$ cat config.mk
export PLATFORM = sky130hd
export DESIGN_NAME = target_ramp_interpolator_unit
export DESIGN_NICKNAME = d
export VERILOG_FILES = /design/src/rtl/trp_pkg.sv /design/src/rtl/target_ramp_interpolator_unit.sv /design/src/rtl/trp_csr.sv /design/src/rtl/trp_ctrl.sv /design/src/rtl/trp_dp.sv
export VERILOG_INCLUDE_DIRS = /design/src /design/src/rtl
export SDC_FILE = /design/constraint.sdc
export NUM_CORES = 2
export LEC_CHECK = 0
export ABC_CLOCK_PERIOD_IN_PS = 15500
export BUFFER_PORTS_ARGS = -buffer_cell sky130_fd_sc_hd__buf_4
export CAP_MARGIN = 20
export CORE_UTILIZATION = 62
export CTS_CLUSTER_SIZE = 24
export DETAILED_ROUTE_END_ITERATION = 16
export PLACE_DENSITY = 0.79
export SYNTH_ARGS = -nofsm -noshare
export SYNTH_HDL_FRONTEND = slang
export SYNTH_SLANG_ARGS = --single-unit
$ cat constraint.sdc
create_clock -name clock -period 15.5 [get_ports clock]
set_input_delay 1.55 -clock clock [delete_from_list [all_inputs] [get_ports clock]]
set_output_delay 1.55 -clock clock [all_outputs]
set_load 0.05 [all_outputs]
$ cat src/rtl/assert_macros.svh
// ----------------------------------------------------------------------------
// Assertion macros
// Shared concurrent assertion forms for the target ramp interpolator.
// ----------------------------------------------------------------------------
`ifndef ASSERT_MACROS_SVH
`define ASSERT_MACROS_SVH

// Checked on every rising edge outside of reset.
`define TRP_ASSERT(label, prop, msg) \
   label: assert property (@(posedge clock) disable iff (reset) prop) \
      else $error(msg);

// Checked on every rising edge, reset included.
`define TRP_ASSERT_RST(label, prop, msg) \
   label: assert property (@(posedge clock) prop) else $error(msg);

`endif

$ cat src/rtl/trp_pkg.sv
// ----------------------------------------------------------------------------
// trp_pkg
// Types, codes and constants shared by the target ramp interpolator modules.
// ----------------------------------------------------------------------------
package trp_pkg;

   // Field widths.
   localparam int VALUE_BITS        = 31;
   localparam int ELAPSED_BITS      = 16;
   localparam int RATE_BITS         = 32;
   localparam int RATE_POINT        = 16;
   localparam int SCALE_BITS        = 16;
   localparam int SEL_BITS          = 2;
   localparam int FRACTION_BITS_DEF = 16;

   // Arithmetic sizing.
   localparam int MUL_BITS     = 32;
   localparam int WHOLE_BITS   = 33;
   localparam int DIV_REM_BITS = 14;
   localparam int DIV_LINEAR   = 100;
   localparam int DIV_RELATIVE = 10000;

   // Register port.
   localparam int CSR_DATA_BITS = 32;
   localparam int CSR_ADDR_BITS = 5;
   localparam int REG_IDX_BITS  = CSR_ADDR_BITS - 2;

   localparam logic [REG_IDX_BITS-1:0] REG_MODE_TYPE     = 3'd0;
   localparam logic [REG_IDX_BITS-1:0] REG_LIMIT_MODE    = 3'd1;
   localparam logic [REG_IDX_BITS-1:0] REG_FACTOR_KIND   = 3'd2;
   localparam logic [REG_IDX_BITS-1:0] REG_CLAMP_ENABLES = 3'd3;
   localparam logic [REG_IDX_BITS-1:0] REG_UPPER_BOUND   = 3'd4;
   localparam logic [REG_IDX_BITS-1:0] REG_LOWER_BOUND   = 3'd5;
   localparam logic [REG_IDX_BITS-1:0] REG_SCALE_FACTOR  = 3'd6;
   localparam logic [REG_IDX_BITS-1:0] REG_RATE          = 3'd7;

   // Operation codes.
   localparam logic [1:0] OP_TICK     = 2'd0;
   localparam logic [1:0] OP_GOAL     = 2'd1;
   localparam logic [1:0] OP_POSITION = 2'd2;

   // Mode codes.
   localparam logic [SEL_BITS-1:0] MODE_LIMIT    = 2'd1;
   localparam logic [SEL_BITS-1:0] MODE_RELATIVE = 2'd2;
   localparam logic [SEL_BITS-1:0] MODE_ABSOLUTE = 2'd3;

   localparam logic [SEL_BITS-1:0] LIMIT_NONE = 2'd0;
   localparam logic [SEL_BITS-1:0] LIMIT_INC  = 2'd1;
   localparam logic [SEL_BITS-1:0] LIMIT_DEC  = 2'd2;

   localparam logic [SEL_BITS-1:0] FACTOR_RELATIVE = 2'd1;
   localparam logic [SEL_BITS-1:0] FACTOR_LINEAR   = 2'd2;

   localparam int CLAMP_UPPER_BIT = 0;
   localparam int CLAMP_LOWER_BIT = 1;

   localparam logic [SCALE_BITS-1:0] SCALE_RESET = 16'd1;

   // Datapath commands.
   localparam int CMD_BITS = 4;
   localparam logic [CMD_BITS-1:0] CMD_IDLE     = 4'd0;
   localparam logic [CMD_BITS-1:0] CMD_MUL_RE   = 4'd1;
   localparam logic [CMD_BITS-1:0] CMD_MUL_LO   = 4'd2;
   localparam logic [CMD_BITS-1:0] CMD_MUL_HI   = 4'd3;
   localparam logic [CMD_BITS-1:0] CMD_ACCUM    = 4'd4;
   localparam logic [CMD_BITS-1:0] CMD_LOAD_LIN = 4'd5;
   localparam logic [CMD_BITS-1:0] CMD_DIV_INIT = 4'd6;
   localparam logic [CMD_BITS-1:0] CMD_DIV_STEP = 4'd7;
   localparam logic [CMD_BITS-1:0] CMD_SUM      = 4'd8;
   localparam logic [CMD_BITS-1:0] CMD_MOVE     = 4'd9;
   localparam logic [CMD_BITS-1:0] CMD_TICK_END = 4'd10;
   localparam logic [CMD_BITS-1:0] CMD_GOAL     = 4'd11;
   localparam logic [CMD_BITS-1:0] CMD_SCALE_UB = 4'd12;
   localparam logic [CMD_BITS-1:0] CMD_SCALE_LB = 4'd13;
   localparam logic [CMD_BITS-1:0] CMD_POS_LOAD = 4'd14;

   typedef struct packed {
      logic [1:0]              operation;
      logic [ELAPSED_BITS-1:0] elapsed;
      logic [VALUE_BITS-1:0]   new_value;
   } req_type;

   typedef struct packed {
      logic [VALUE_BITS-1:0] position;
      logic [VALUE_BITS-1:0] goal;
      logic                  reached;
   } rsp_type;

   typedef struct packed {
      logic [SEL_BITS-1:0]   mode_type;
      logic [SEL_BITS-1:0]   limit_mode;
      logic [SEL_BITS-1:0]   factor_kind;
      logic [SEL_BITS-1:0]   clamp_enables;
      logic [VALUE_BITS-1:0] upper_bound;
      logic [VALUE_BITS-1:0] lower_bound;
      logic [SCALE_BITS-1:0] scale_factor;
      logic [RATE_BITS-1:0]  rate;
   } cfg_type;

   // Controller to datapath.
   typedef struct packed {
      logic                capture;
      logic                emit;
      logic [CMD_BITS-1:0] cmd;
   } ctl_type;

   // Datapath to controller.
   typedef struct packed {
      logic [1:0] operation;
      logic       step_go;
      logic       relative;
   } sts_type;

   // Radix-4 divider steps for a quotient of frac_bits + WHOLE_BITS bits.
   function automatic int div_steps(input int frac_bits);
      return (frac_bits + WHOLE_BITS + 1) / 2;
   endfunction

endpackage

$ cat src/rtl/target_ramp_interpolator_unit.sv
// ----------------------------------------------------------------------------
// target_ramp_interpolator_unit
// Moves a stored position toward a stored goal on each tick in limit mode, with linear or
// distance-proportional steps, fraction carry, snap and clamp rules.
// ----------------------------------------------------------------------------
// The block takes one item at a time and returns one result beat per item.
// A tick that moves the position in limit mode runs the shared 32x32
// multiplier (rate times elapsed, and for a relative step also times the
// distance), then S radix-4 divider iterations, where S = ceil((FRAC_BITS +
// 33) / 2) (S = 25 at the default FRAC_BITS of 16), then the sum, move and
// tick end steps. A goal load, a position load, a tick that takes no step and
// an unused operation code do not use the divider. The next item is accepted
// the cycle after the result is placed in the output register, which holds it
// until taken.
// FRAC_BITS sets the width of the kept step fraction and may range from 8 to
// 24. There is no clearing pass after reset.
`include "assert_macros.svh"

module target_ramp_interpolator_unit
   import trp_pkg::*;
#(
   parameter int FRAC_BITS = FRACTION_BITS_DEF
)
(
   input  logic                     clock,
   input  logic                     reset,
   input  logic                     req_valid,
   output logic                     req_stall,
   input  req_type                  req_data,
   output logic                     rsp_valid,
   input  logic                     rsp_stall,
   output rsp_type                  rsp_data,
   input  logic                     csr_psel,
   input  logic                     csr_penable,
   input  logic                     csr_pwrite,
   input  logic [CSR_ADDR_BITS-1:0] csr_paddr,
   input  logic [CSR_DATA_BITS-1:0] csr_pwdata,
   output logic [CSR_DATA_BITS-1:0] csr_prdata,
   output logic                     csr_pready
);

   cfg_type cfg;
   ctl_type ctl;
   sts_type sts;

   // Configuration registers.
   trp_csr u_csr (
      .clock       (clock),
      .reset       (reset),
      .csr_psel    (csr_psel),
      .csr_penable (csr_penable),
      .csr_pwrite  (csr_pwrite),
      .csr_paddr   (csr_paddr),
      .csr_pwdata  (csr_pwdata),
      .csr_prdata  (csr_prdata),
      .csr_pready  (csr_pready),
      .cfg         (cfg)
   );

   // Sequencer.
   trp_ctrl #(
      .FRAC_BITS (FRAC_BITS)
   ) u_ctrl (
      .clock     (clock),
      .reset     (reset),
      .req_valid (req_valid),
      .req_stall (req_stall),
      .rsp_valid (rsp_valid),
      .rsp_stall (rsp_stall),
      .sts       (sts),
      .ctl       (ctl)
   );

   // Arithmetic and state.
   trp_dp #(
      .FRAC_BITS (FRAC_BITS)
   ) u_dp (
      .clock    (clock),
      .reset    (reset),
      .cfg      (cfg),
      .req_data (req_data),
      .ctl      (ctl),
      .sts      (sts),
      .rsp_data (rsp_data)
   );

   // Only one item is in flight at a time.
   `TRP_ASSERT(a_one_in_flight, (req_valid && !req_stall) |=> req_stall, "second item taken while busy")
   // A result is loaded only when the output register is free.
   `TRP_ASSERT(a_emit_when_free, ctl.emit |-> (!rsp_valid || !rsp_stall), "result overwrote a held beat")
   // A new output beat always comes from an emit.
   `TRP_ASSERT(a_valid_from_emit, $rose(rsp_valid) |-> $past(ctl.emit), "output valid without an emit")
   // Reset empties the output register.
   `TRP_ASSERT_RST(a_reset_clears, reset |=> !rsp_valid, "output valid after reset")

endmodule

$ cat src/rtl/trp_csr.sv
// ----------------------------------------------------------------------------
// trp_csr
// Configuration registers behind an APB-style port with read back.
// ----------------------------------------------------------------------------
module trp_csr
   import trp_pkg::*;
(
   input  logic                     clock,
   input  logic                     reset,
   input  logic                     csr_psel,
   input  logic                     csr_penable,
   input  logic                     csr_pwrite,
   input  logic [CSR_ADDR_BITS-1:0] csr_paddr,
   input  logic [CSR_DATA_BITS-1:0] csr_pwdata,
   output logic [CSR_DATA_BITS-1:0] csr_prdata,
   output logic                     csr_pready,
   output cfg_type                  cfg
);

   cfg_type                 cfg_ff;
   cfg_type                 cfg_in;
   logic [REG_IDX_BITS-1:0] reg_idx;
   logic                    wr_en;

   assign csr_pready = 1'b1;
   assign reg_idx    = csr_paddr[CSR_ADDR_BITS-1:2];
   assign wr_en      = csr_psel & csr_penable & csr_pwrite & csr_pready;
   assign cfg        = cfg_ff;

   // Register write decode.
   always_comb begin
      cfg_in = cfg_ff;
      if (wr_en) begin
         case (reg_idx)
            REG_MODE_TYPE:     cfg_in.mode_type     = csr_pwdata[SEL_BITS-1:0];
            REG_LIMIT_MODE:    cfg_in.limit_mode    = csr_pwdata[SEL_BITS-1:0];
            REG_FACTOR_KIND:   cfg_in.factor_kind   = csr_pwdata[SEL_BITS-1:0];
            REG_CLAMP_ENABLES: cfg_in.clamp_enables = csr_pwdata[SEL_BITS-1:0];
            REG_UPPER_BOUND:   cfg_in.upper_bound   = csr_pwdata[VALUE_BITS-1:0];
            REG_LOWER_BOUND:   cfg_in.lower_bound   = csr_pwdata[VALUE_BITS-1:0];
            REG_SCALE_FACTOR:  cfg_in.scale_factor  = csr_pwdata[SCALE_BITS-1:0];
            REG_RATE:          cfg_in.rate          = csr_pwdata[RATE_BITS-1:0];
            default: begin
            end
         endcase
      end
   end

   // Read back mux.
   always_comb begin
      case (reg_idx)
         REG_MODE_TYPE:     csr_prdata = CSR_DATA_BITS'(cfg_ff.mode_type);
         REG_LIMIT_MODE:    csr_prdata = CSR_DATA_BITS'(cfg_ff.limit_mode);
         REG_FACTOR_KIND:   csr_prdata = CSR_DATA_BITS'(cfg_ff.factor_kind);
         REG_CLAMP_ENABLES: csr_prdata = CSR_DATA_BITS'(cfg_ff.clamp_enables);
         REG_UPPER_BOUND:   csr_prdata = CSR_DATA_BITS'(cfg_ff.upper_bound);
         REG_LOWER_BOUND:   csr_prdata = CSR_DATA_BITS'(cfg_ff.lower_bound);
         REG_SCALE_FACTOR:  csr_prdata = CSR_DATA_BITS'(cfg_ff.scale_factor);
         REG_RATE:          csr_prdata = CSR_DATA_BITS'(cfg_ff.rate);
         default:           csr_prdata = '0;
      endcase
   end

   always_ff @(posedge clock) begin
      if (reset) begin
         cfg_ff.mode_type     <= MODE_ABSOLUTE;
         cfg_ff.limit_mode    <= LIMIT_NONE;
         cfg_ff.factor_kind   <= FACTOR_LINEAR;
         cfg_ff.clamp_enables <= '0;
         cfg_ff.upper_bound   <= '0;
         cfg_ff.lower_bound   <= '0;
         cfg_ff.scale_factor  <= SCALE_RESET;
         cfg_ff.rate          <= '0;
      end else begin
         cfg_ff <= cfg_in;
      end
   end

endmodule

$ cat src/rtl/trp_ctrl.sv
// ----------------------------------------------------------------------------
// trp_ctrl
// Sequencer for the ramp interpolator: takes one item, walks the datapath
// through its steps and hands the result to the output register.
// ----------------------------------------------------------------------------
module trp_ctrl
   import trp_pkg::*;
#(
   parameter int FRAC_BITS = FRACTION_BITS_DEF
)
(
   input  logic    clock,
   input  logic    reset,
   input  logic    req_valid,
   output logic    req_stall,
   output logic    rsp_valid,
   input  logic    rsp_stall,
   input  sts_type sts,
   output ctl_type ctl
);

   localparam int DIV_STEPS = div_steps(FRAC_BITS);
   localparam int CNT_BITS  = $clog2(DIV_STEPS);
   localparam logic [CNT_BITS-1:0] CNT_LAST = CNT_BITS'(DIV_STEPS - 1);

   localparam logic [4:0] S_IDLE     = 5'd0;
   localparam logic [4:0] S_DECODE   = 5'd1;
   localparam logic [4:0] S_MUL_RE   = 5'd2;
   localparam logic [4:0] S_MUL_LO   = 5'd3;
   localparam logic [4:0] S_MUL_HI   = 5'd4;
   localparam logic [4:0] S_ACCUM    = 5'd5;
   localparam logic [4:0] S_LOAD_LIN = 5'd6;
   localparam logic [4:0] S_DIV_INIT = 5'd7;
   localparam logic [4:0] S_DIV_STEP = 5'd8;
   localparam logic [4:0] S_SUM      = 5'd9;
   localparam logic [4:0] S_MOVE     = 5'd10;
   localparam logic [4:0] S_TICK_END = 5'd11;
   localparam logic [4:0] S_GOAL     = 5'd12;
   localparam logic [4:0] S_SCALE_UB = 5'd13;
   localparam logic [4:0] S_SCALE_LB = 5'd14;
   localparam logic [4:0] S_POS_LOAD = 5'd15;
   localparam logic [4:0] S_EMIT     = 5'd16;

   logic [4:0]          state_ff, state_in;
   logic [CNT_BITS-1:0] cnt_ff, cnt_in;
   logic                rsp_valid_ff, rsp_valid_in;

   assign req_stall = (state_ff != S_IDLE);
   assign rsp_valid = rsp_valid_ff;

   // Next state and datapath command.
   always_comb begin
      state_in = state_ff;
      cnt_in   = cnt_ff;
      ctl      = '0;
      ctl.cmd  = CMD_IDLE;
      case (state_ff)
         S_IDLE: begin
            if (req_valid) begin
               ctl.capture = 1'b1;
               state_in    = S_DECODE;
            end
         end
         S_DECODE: begin
            case (sts.operation)
               OP_TICK:     state_in = sts.step_go ? S_MUL_RE : S_TICK_END;
               OP_GOAL:     state_in = S_GOAL;
               OP_POSITION: state_in = S_SCALE_UB;
               default:     state_in = S_EMIT;
            endcase
         end
         S_MUL_RE: begin
            ctl.cmd  = CMD_MUL_RE;
            state_in = sts.relative ? S_MUL_LO : S_LOAD_LIN;
         end
         S_MUL_LO: begin
            ctl.cmd  = CMD_MUL_LO;
            state_in = S_MUL_HI;
         end
         S_MUL_HI: begin
            ctl.cmd  = CMD_MUL_HI;
            state_in = S_ACCUM;
         end
         S_ACCUM: begin
            ctl.cmd  = CMD_ACCUM;
            state_in = S_DIV_INIT;
         end
         S_LOAD_LIN: begin
            ctl.cmd  = CMD_LOAD_LIN;
            state_in = S_DIV_INIT;
         end
         S_DIV_INIT: begin
            ctl.cmd  = CMD_DIV_INIT;
            cnt_in   = '0;
            state_in = S_DIV_STEP;
         end
         S_DIV_STEP: begin
            ctl.cmd = CMD_DIV_STEP;
            if (cnt_ff == CNT_LAST) begin
               state_in = S_SUM;
            end else begin
               cnt_in = CNT_BITS'(cnt_ff + 1'b1);
            end
         end
         S_SUM: begin
            ctl.cmd  = CMD_SUM;
            state_in = S_MOVE;
         end
         S_MOVE: begin
            ctl.cmd  = CMD_MOVE;
            state_in = S_TICK_END;
         end
         S_TICK_END: begin
            ctl.cmd  = CMD_TICK_END;
            state_in = S_EMIT;
         end
         S_GOAL: begin
            ctl.cmd  = CMD_GOAL;
            state_in = S_EMIT;
         end
         S_SCALE_UB: begin
            ctl.cmd  = CMD_SCALE_UB;
            state_in = S_SCALE_LB;
         end
         S_SCALE_LB: begin
            ctl.cmd  = CMD_SCALE_LB;
            state_in = S_POS_LOAD;
         end
         S_POS_LOAD: begin
            ctl.cmd  = CMD_POS_LOAD;
            state_in = S_EMIT;
         end
         S_EMIT: begin
            // Wait here while the previous result is still held.
            if (!rsp_valid_ff || !rsp_stall) begin
               ctl.emit = 1'b1;
               state_in = S_IDLE;
            end
         end
         default: state_in = S_IDLE;
      endcase
   end

   // Output beat valid: set on emit, cleared once the beat is taken.
   assign rsp_valid_in = ctl.emit | (rsp_valid_ff & rsp_stall);

   always_ff @(posedge clock) begin
      if (reset) begin
         state_ff     <= S_IDLE;
         cnt_ff       <= '0;
         rsp_valid_ff <= 1'b0;
      end else begin
         state_ff     <= state_in;
         cnt_ff       <= cnt_in;
         rsp_valid_ff <= rsp_valid_in;
      end
   end

endmodule

$ cat src/rtl/trp_dp.sv
// ----------------------------------------------------------------------------
// trp_dp
// Ramp interpolator datapath: position, goal and fraction state, a shared
// 32x32 multiplier, a radix-4 divider by a constant and the result register.
// ----------------------------------------------------------------------------
module trp_dp
   import trp_pkg::*;
#(
   parameter int FRAC_BITS = FRACTION_BITS_DEF
)
(
   input  logic    clock,
   input  logic    reset,
   input  cfg_type cfg,
   input  req_type req_data,
   input  ctl_type ctl,
   output sts_type sts,
   output rsp_type rsp_data
);

   localparam int RE_BITS     = RATE_BITS + ELAPSED_BITS;
   localparam int ACC_BITS    = RE_BITS + VALUE_BITS;
   localparam int SHL         = (FRAC_BITS > RATE_POINT) ? FRAC_BITS - RATE_POINT : 0;
   localparam int SHR         = (FRAC_BITS < RATE_POINT) ? RATE_POINT - FRAC_BITS : 0;
   localparam int NUM_BITS    = ACC_BITS + SHL;
   localparam int Q_BITS      = FRAC_BITS + WHOLE_BITS;
   localparam int QE_BITS     = 2 * div_steps(FRAC_BITS);
   localparam int SUM_BITS    = Q_BITS + 1;
   localparam int STEP_BITS   = SUM_BITS - FRAC_BITS;
   localparam int PART_BITS   = DIV_REM_BITS + 2;
   localparam int PROD_BITS   = 2 * MUL_BITS;
   localparam int SCALED_BITS = VALUE_BITS + SCALE_BITS;

   localparam logic [VALUE_BITS-1:0] VALUE_MAX = {VALUE_BITS{1'b1}};
   localparam logic [Q_BITS-1:0]     STEP_CAP  = {Q_BITS{1'b1}};

   // Item and architectural state.
   logic [1:0]              op_ff, op_in;
   logic [ELAPSED_BITS-1:0] elapsed_ff, elapsed_in;
   logic [VALUE_BITS-1:0]   value_ff, value_in;
   logic [VALUE_BITS-1:0]   pos_ff, pos_in;
   logic [VALUE_BITS-1:0]   goal_ff, goal_in;
   logic [FRAC_BITS-1:0]    frac_ff, frac_in;

   // Working registers.
   logic [VALUE_BITS-1:0]   dist_ff, dist_in;
   logic                    up_ff, up_in;
   logic [RE_BITS-1:0]      re_ff, re_in;
   logic [ACC_BITS-1:0]     acc_ff, acc_in;
   logic [SCALED_BITS-1:0]  hi_ff, hi_in;
   logic                    sat_ff, sat_in;
   logic [DIV_REM_BITS-1:0] rem_ff, rem_in;
   logic [QE_BITS-1:0]      div_ff, div_in;
   logic [SUM_BITS-1:0]     sum_ff, sum_in;
   logic [VALUE_BITS-1:0]   sub_ff, sub_in;
   logic [VALUE_BITS-1:0]   slb_ff, slb_in;
   rsp_type                 rsp_ff, rsp_in;

   // Combinational helpers.
   logic [MUL_BITS-1:0]     mul_a, mul_b;
   logic [PROD_BITS-1:0]    mul_p;
   logic [VALUE_BITS-1:0]   scaled_sat;
   logic [NUM_BITS-1:0]     num;
   logic [PART_BITS-1:0]    dvs1, dvs2, dvs3;
   logic [PART_BITS-1:0]    part, part_left;
   logic [1:0]              digit;
   logic [Q_BITS-1:0]       step_val;
   logic [STEP_BITS-1:0]    whole;
   logic [VALUE_BITS-1:0]   pos_load;

   assign rsp_data = rsp_ff;

   // Status for the controller.
   assign sts.operation = op_ff;
   assign sts.relative  = (cfg.factor_kind == FACTOR_RELATIVE);
   assign sts.step_go   = (cfg.mode_type == MODE_LIMIT)
                        && (cfg.factor_kind == FACTOR_RELATIVE
                            || cfg.factor_kind == FACTOR_LINEAR)
                        && (pos_ff != goal_ff) && (elapsed_ff != '0);

   // Shared multiplier operand select.
   always_comb begin
      case (ctl.cmd)
         CMD_MUL_RE: begin
            mul_a = MUL_BITS'(cfg.rate);
            mul_b = MUL_BITS'(elapsed_ff);
         end
         CMD_MUL_LO: begin
            mul_a = re_ff[MUL_BITS-1:0];
            mul_b = MUL_BITS'(dist_ff);
         end
         CMD_MUL_HI: begin
            mul_a = MUL_BITS'(re_ff[RE_BITS-1:MUL_BITS]);
            mul_b = MUL_BITS'(dist_ff);
         end
         CMD_SCALE_UB: begin
            mul_a = MUL_BITS'(cfg.upper_bound);
            mul_b = MUL_BITS'(cfg.scale_factor);
         end
         CMD_SCALE_LB: begin
            mul_a = MUL_BITS'(cfg.lower_bound);
            mul_b = MUL_BITS'(cfg.scale_factor);
         end
         default: begin
            mul_a = '0;
            mul_b = '0;
         end
      endcase
   end

   assign mul_p = PROD_BITS'(mul_a) * PROD_BITS'(mul_b);

   // A scaled bound saturates to the largest position.
   assign scaled_sat = (mul_p[SCALED_BITS-1:0] > SCALED_BITS'(VALUE_MAX))
                     ? VALUE_MAX : mul_p[VALUE_BITS-1:0];

   // Dividend aligned to the fraction point of the step.
   assign num = (NUM_BITS'(acc_ff) << SHL) >> SHR;

   // Divisor multiples for the radix-4 digit select.
   assign dvs1 = sts.relative ? PART_BITS'(DIV_RELATIVE) : PART_BITS'(DIV_LINEAR);
   assign dvs2 = PART_BITS'(dvs1 << 1);
   assign dvs3 = PART_BITS'(dvs1 + dvs2);

   // One radix-4 division step.
   always_comb begin
      part = {rem_ff, div_ff[QE_BITS-1 -: 2]};
      if (part >= dvs3) begin
         digit     = 2'd3;
         part_left = PART_BITS'(part - dvs3);
      end else if (part >= dvs2) begin
         digit     = 2'd2;
         part_left = PART_BITS'(part - dvs2);
      end else if (part >= dvs1) begin
         digit     = 2'd1;
         part_left = PART_BITS'(part - dvs1);
      end else begin
         digit     = 2'd0;
         part_left = part;
      end
   end

   assign step_val = sat_ff ? STEP_CAP : div_ff[Q_BITS-1:0];
   assign whole    = sum_ff[SUM_BITS-1:FRAC_BITS];

   // Position load: upper clamp first, then lower.
   always_comb begin
      pos_load = value_ff;
      if (cfg.clamp_enables[CLAMP_UPPER_BIT] && pos_load > sub_ff) begin
         pos_load = sub_ff;
      end
      if (cfg.clamp_enables[CLAMP_LOWER_BIT] && pos_load < slb_ff) begin
         pos_load = slb_ff;
      end
   end

   // Register updates per command.
   always_comb begin
      op_in      = op_ff;
      elapsed_in = elapsed_ff;
      value_in   = value_ff;
      pos_in     = pos_ff;
      goal_in    = goal_ff;
      frac_in    = frac_ff;
      dist_in    = dist_ff;
      up_in      = up_ff;
      re_in      = re_ff;
      acc_in     = acc_ff;
      hi_in      = hi_ff;
      sat_in     = sat_ff;
      rem_in     = rem_ff;
      div_in     = div_ff;
      sum_in     = sum_ff;
      sub_in     = sub_ff;
      slb_in     = slb_ff;
      rsp_in     = rsp_ff;

      // Item capture also freezes the distance to the goal.
      if (ctl.capture) begin
         op_in      = req_data.operation;
         elapsed_in = req_data.elapsed;
         value_in   = req_data.new_value;
         up_in      = (pos_ff < goal_ff);
         dist_in    = (pos_ff < goal_ff) ? VALUE_BITS'(goal_ff - pos_ff)
                                         : VALUE_BITS'(pos_ff - goal_ff);
      end

      if (ctl.emit) begin
         rsp_in.position = pos_ff;
         rsp_in.goal     = goal_ff;
         rsp_in.reached  = (pos_ff == goal_ff);
      end

      case (ctl.cmd)
         CMD_MUL_RE:   re_in  = mul_p[RE_BITS-1:0];
         CMD_MUL_LO:   acc_in = ACC_BITS'(mul_p);
         CMD_MUL_HI:   hi_in  = mul_p[SCALED_BITS-1:0];
         CMD_ACCUM:    acc_in = ACC_BITS'(acc_ff + (ACC_BITS'(hi_ff) << MUL_BITS));
         CMD_LOAD_LIN: acc_in = ACC_BITS'(re_ff);
         CMD_DIV_INIT: begin
            // Quotient beyond the step cap saturates.
            sat_in = ((num >> Q_BITS) >= NUM_BITS'(dvs1));
            rem_in = DIV_REM_BITS'(num >> QE_BITS);
            div_in = num[QE_BITS-1:0];
         end
         CMD_DIV_STEP: begin
            rem_in = part_left[DIV_REM_BITS-1:0];
            div_in = {div_ff[QE_BITS-3:0], digit};
         end
         CMD_SUM: sum_in = SUM_BITS'(step_val) + SUM_BITS'(frac_ff);
         CMD_MOVE: begin
            // Reaching or passing the goal snaps and drops the fraction.
            if (whole >= STEP_BITS'(dist_ff)) begin
               pos_in  = goal_ff;
               frac_in = '0;
            end else begin
               pos_in  = up_ff ? VALUE_BITS'(pos_ff + whole[VALUE_BITS-1:0])
                               : VALUE_BITS'(pos_ff - whole[VALUE_BITS-1:0]);
               frac_in = sum_ff[FRAC_BITS-1:0];
            end
         end
         CMD_TICK_END: begin
            case (cfg.mode_type)
               MODE_LIMIT: begin
                  case (cfg.limit_mode)
                     LIMIT_INC: begin
                        if (goal_ff <= pos_ff) begin
                           pos_in = goal_ff;
                        end
                     end
                     LIMIT_DEC: begin
                        if (goal_ff >= pos_ff) begin
                           pos_in = goal_ff;
                        end
                     end
                     default: begin
                     end
                  endcase
               end
               MODE_RELATIVE, MODE_ABSOLUTE: begin
                  if (pos_ff > goal_ff) begin
                     pos_in = goal_ff;
                  end
               end
               default: begin
               end
            endcase
         end
         CMD_GOAL: begin
            // The upper bound wins when both apply.
            if (cfg.clamp_enables[CLAMP_UPPER_BIT] && value_ff > cfg.upper_bound) begin
               goal_in = cfg.upper_bound;
            end else if (cfg.clamp_enables[CLAMP_LOWER_BIT]
                         && value_ff < cfg.lower_bound) begin
               goal_in = cfg.lower_bound;
            end else begin
               goal_in = value_ff;
            end
         end
         CMD_SCALE_UB: sub_in = scaled_sat;
         CMD_SCALE_LB: slb_in = scaled_sat;
         CMD_POS_LOAD: pos_in = pos_load;
         default: begin
         end
      endcase
   end

   // Architectural state.
   always_ff @(posedge clock) begin
      if (reset) begin
         pos_ff  <= '0;
         goal_ff <= '0;
         frac_ff <= '0;
      end else begin
         pos_ff  <= pos_in;
         goal_ff <= goal_in;
         frac_ff <= frac_in;
      end
   end

   // Payload and working registers.
   always_ff @(posedge clock) begin
      op_ff      <= op_in;
      elapsed_ff <= elapsed_in;
      value_ff   <= value_in;
      dist_ff    <= dist_in;
      up_ff      <= up_in;
      re_ff      <= re_in;
      acc_ff     <= acc_in;
      hi_ff      <= hi_in;
      sat_ff     <= sat_in;
      rem_ff     <= rem_in;
      div_ff     <= div_in;
      sum_ff     <= sum_in;
      sub_ff     <= sub_in;
      slb_ff     <= slb_in;
      rsp_ff     <= rsp_in;
   end

endmodule
==> results by stage <==
Floorplan:
- In this run the standard cell core region covers 120,100 um^2.
- The row count is 127.
- The initial utilization of the core area, before any placement, comes to 62.61%.
- The die outline area is 122,700 um^2.
- The horizontal extent of the die is 350.3 um.
- The top-level port count is 191.
- The floorplan step set the die height to 350.3 um.

Layout:
- The multi-input gate area in the final layout is 50,280 um^2.
- The number of filler instances in the final layout is 9,622.
- In the layout the commonest cells are 1,286 x sky130_fd_sc_hd__nand2_1, 1,194 x sky130_fd_sc_hd__inv_1, 872 x sky130_fd_sc_hd__fa_1, 762 x sky130_fd_sc_hd__nor2_1, 594 x sky130_fd_sc_hd__ha_1.
- Relative to the synthesized area, the layout overhead comes to 7.680%.
- The fraction of layout instances using a drive strength above 1 is 7.243%.
- Cells fill 67.42% of the core in the end.
- The leading cell type in the layout, fill and taps excluded is sky130_fd_sc_hd__nand2_1.
- The total area of sequential cells is 19,010 um^2.
- The net count reported at finish is 9,915.

Power and ir drop:
- Overall power consumption after layout is estimated at 9.038 mW.
- The ratio of total power to cell area is 111.6 nW/um^2.
- The maximum vdd ir drop is 116.3 uV.
- In this run the static leakage power is 36.11 nW.

GRT:
- The initial antenna violation count is 17.
- Global routing used 46.24% of the available tracks across all layers.
- After global routing the overflow that remains totals 0.
- The pin count of the biggest net entering global routing is 76.
- The first-pass GRT wire length is 412.4 mm.
- The via count of the first global-routing pass is 64,428.

Outcome:
- The flow ran to the end, but the final reports show violations.
- The checks that failed: max-slew violations.

Yosys:
- Sequential cells were found to cover 25.27% of the synthesized design area.
- The cell area after synthesis is 75,220 um^2.
- The synthesized instance count is 8,369.
- The primary flip-flop cell chosen by synthesis mapping is sky130_fd_sc_hd__edfxtp_1.
- Synthesis inferred 702 register bits.
- The fraction of registers with async set/reset is 0%.
- The average instance in the mapped netlist occupies 8.988 um^2.
- Yosys attributes the largest share of cell area to sky130_fd_sc_hd__fa_1 23%, sky130_fd_sc_hd__edfxtp_1 20%, sky130_fd_sc_hd__ha_1 9.9%.
- Yosys mapped the design onto 102 distinct sky130hd cell types.
- The post-synthesis net count is 9,928.
- Yosys mapped a number of flops with a built-in enable equal to 495.
- The number of warnings reported in the yosys synthesis log is 0.
- The area share of the leading cell type in the synthesized netlist is 23.21%.
- The synthesized design spends more area on one cell type than any other, namely sky130_fd_sc_hd__fa_1.

Critical path:
- The maximum fanout count along the critical path is 63.
- The setup path with the least slack is of type register to register.
- The largest single stage delay on the critical path is 0.94 ns.
- Broken down by cell family, the worst path's largest delay share belongs to adder cells.
- For the worst setup path, the data arrival time is 13.09 ns.
- The cell with the biggest individual delay on the critical path is sky130_fd_sc_hd__a221o_1.
- The kind of end point of the critical path is a register.
- The buffering stage count on the worst path with inverters included is 6.
- STA puts the critical path data required time at 15.83 ns.
- The most frequent cell on the critical path is sky130_fd_sc_hd__fa_1.
- The element type at the critical path start is a register.

Clock tree:
- After clock tree synthesis, the clock-pin slew on the worst setup and hold paths is 0.06 ns.
- The buffer levels on the longest clock path is 3.
- For this design, the CTS-stage hold fixing added 0 buffers.
- The clock latency on the worst-skew pair is 0.69 ns.
- TritonCTS built the clock tree.
- The number of buffers inserted to repair setup after CTS is 0.
- The root buffer cell chosen for the clock tree is sky130_fd_sc_hd__clkbuf_16.
- The H-tree level count is 3.
- The clock buffer count from CTS is 78.
- Post-CTS repair changed the size of 0 cells.
- The tree built by TritonCTS fans out to 702 sinks.

Routing:
- The average via count per standard cell is 6.568.
- Summing over every cut layer, the via total after detailed routing is 65,978.
- The first detailed-routing pass took 8 iterations.
- The routed design has 282.8 mm of wire.
- For this block, the initial DRC count from the detailed router was 7,988.
- The final routed DRC violation total is 0.
- The count of nets left with antenna violations once routing finished came out at 0.
- The per-cell routed wire length is 28.16 um.

Timing:
- The highest clock rate is 78.40 MHz.
- The final period demand of the worst path is 12.76 ns.
- Setup violations remaining at the end of the flow were counted as 0.
- Setup repair after global routing left no endpoint under its margin.
- The count of final hold-check violations is 0.
- The final sum of negative setup slack is 0 ns.
- The total count of max-transition violations in the final report is 4.
- The worst path uses 82.30% of the clock period.
- The final-layout worst hold slack is 0.4648 ns.
- For the pin with the worst max-slew slack, the measured transition is 1.579 ns.
- In this run the tightest slew margin relative to its limit is -5.278%.
- On the final layout, the worst clock skew is 0.03513 ns.

Hold path:
- The class of the most critical hold timing path is register to register.

Flow run:
- The tool flagged a number of max-cap violations equal to 0.

Placed design:
- During placement, the flow inserted port buffers numbering 187.
- Detailed placement finished with a half-perimeter wire length of 216.8 mm.
- The placer's final routability congestion estimate is 1.100.
## area by class of cell
class | instances | share of cell area (%)
Sequential cell | 702 | 23.47
Inverter | 1197 | 5.547
Clock inverter | 29 | 0.4186
Multi-Input combinational cell | 6038 | 62.08
Timing Repair Buffer | 339 | 3.184
Clock buffer | 117 | 2.782
Antenna cell | 11 | 0.03399
Tap cell | 1612 | 2.490
## per-layer routing
metal	vias up	share of wire (%)	GRT usage, %
li1	27845	-	-
met1	31856	33	54.94
met2	4819	42	67.61
met3	1438	13	14.11
met4	20	11	41.74
met5	-	0.046	0
## kinds of logic (layout without fill, tap and decap cells)
group,after synthesis,count (layout),synth area share (%)
AOI/OAI and AO/OA,1540,1540,13.53
and+or+nand+nor,2711,2711,15.60
adders and majority gates,1466,1466,33.09
DFF,702,702,25.27
muxes,121,121,1.921
xor gates and xnor gates,199,199,2.317
buffers and inverters,1629,1682,8.274
other,1,12,0.004985
## state kept, by name, summed over array words and instances, names as in the netlist
| signal | count |
|---|---|
| u_dp.slb_ff | 31 |
| u_dp.frac_ff | 16 |
| u_dp.pos_ff | 31 |
| u_dp.acc_ff | 79 |
| u_dp.value_ff | 31 |
| u_dp.re_ff | 48 |
| u_dp.rem_ff | 14 |
| u_dp.goal_ff | 31 |
| u_ctrl.cnt_ff | 5 |
| u_dp.div_ff | 50 |
| u_dp.dist_ff | 31 |
| u_csr.cfg | 118 |
| u_dp.sub_ff | 31 |
| u_dp.op_ff | 2 |
| u_dp.hi_ff | 47 |
| u_dp.up_ff | 1 |
| u_dp.sat_ff | 1 |
| u_dp.rsp_data | 63 |
| u_ctrl.rsp_valid | 1 |
| u_dp.sum_ff | 50 |
| u_dp.elapsed_ff | 16 |
| u_ctrl.state_ff | 5 |
## worst reg2reg max path: cells and delay by family, from the launching register on
kind	cells	cell delay, ns
and+or+nand+nor	7	2.55
adders and majority gates	9	4.45
DFF	1	0.47
buffers and inverters	6	1.25
AOI/OAI and AO/OA	8	3.68
## final timing paths
path | start | to | slack, ns | cells after the start
worst min register to register | u_dp.frac_ff[5]$_SDFFE_PP0N_ | u_dp.frac_ff[5]$_SDFFE_PP0N_ | 0.46 | 2
worst max-delay path | u_ctrl.state_ff[2]$_SDFFE_PP0P_ | u_dp.sub_ff[0]$_DFFE_PN_ | 2.74 | 30
worst min-delay path | u_dp.frac_ff[5]$_SDFFE_PP0N_ | u_dp.frac_ff[5]$_SDFFE_PP0N_ | 0.46 | 2
worst max register to register | u_ctrl.state_ff[2]$_SDFFE_PP0P_ | u_dp.sub_ff[0]$_DFFE_PN_ | 2.74 | 30
## cells in the mapped netlist, types with 54 or more instances
cell type	number
sky130_fd_sc_hd__edfxtp_1	495
sky130_fd_sc_hd__nand3_1	105
sky130_fd_sc_hd__xor2_1	81
sky130_fd_sc_hd__dfxtp_1	207
sky130_fd_sc_hd__nand2b_1	54
sky130_fd_sc_hd__nor2_1	773
sky130_fd_sc_hd__a21o_1	163
sky130_fd_sc_hd__o21ai_0	264
sky130_fd_sc_hd__a21oi_1	475
sky130_fd_sc_hd__nand4_1	94
sky130_fd_sc_hd__inv_1	1194
sky130_fd_sc_hd__nor3_1	73
sky130_fd_sc_hd__mux2i_1	69
sky130_fd_sc_hd__a221oi_1	62
sky130_fd_sc_hd__and2_1	88
sky130_fd_sc_hd__clkbuf_1	357
sky130_fd_sc_hd__ha_1	594
sky130_fd_sc_hd__fa_1	872
sky130_fd_sc_hd__nand2_1	1288
sky130_fd_sc_hd__xnor2_1	118
## report_power, final
part | switching [mW] | internal (mW) | leakage [nW]
Clock | 0.824 | 1.08 | 1.25
Combinational | 3.00 | 1.25 | 28.6
Sequential | 0.388 | 2.49 | 6.22
Total | 4.21 | 4.82 | 36.1
## through the flow
stage / cells / instance area (um^2) / worst slack [ns]
detailed placement: 9880 / 78290 / 3.455
global route: 10035 / 80970 / 2.544
floorplan: 8369 / 75220 / 4.558
CTS: 10026 / 80880 / 3.381
global placement: 9880 / 78290 / 3.546
finish: 10045 / 81000 / 2.744
Note: power is estimated with default switching activity, not from simulation.
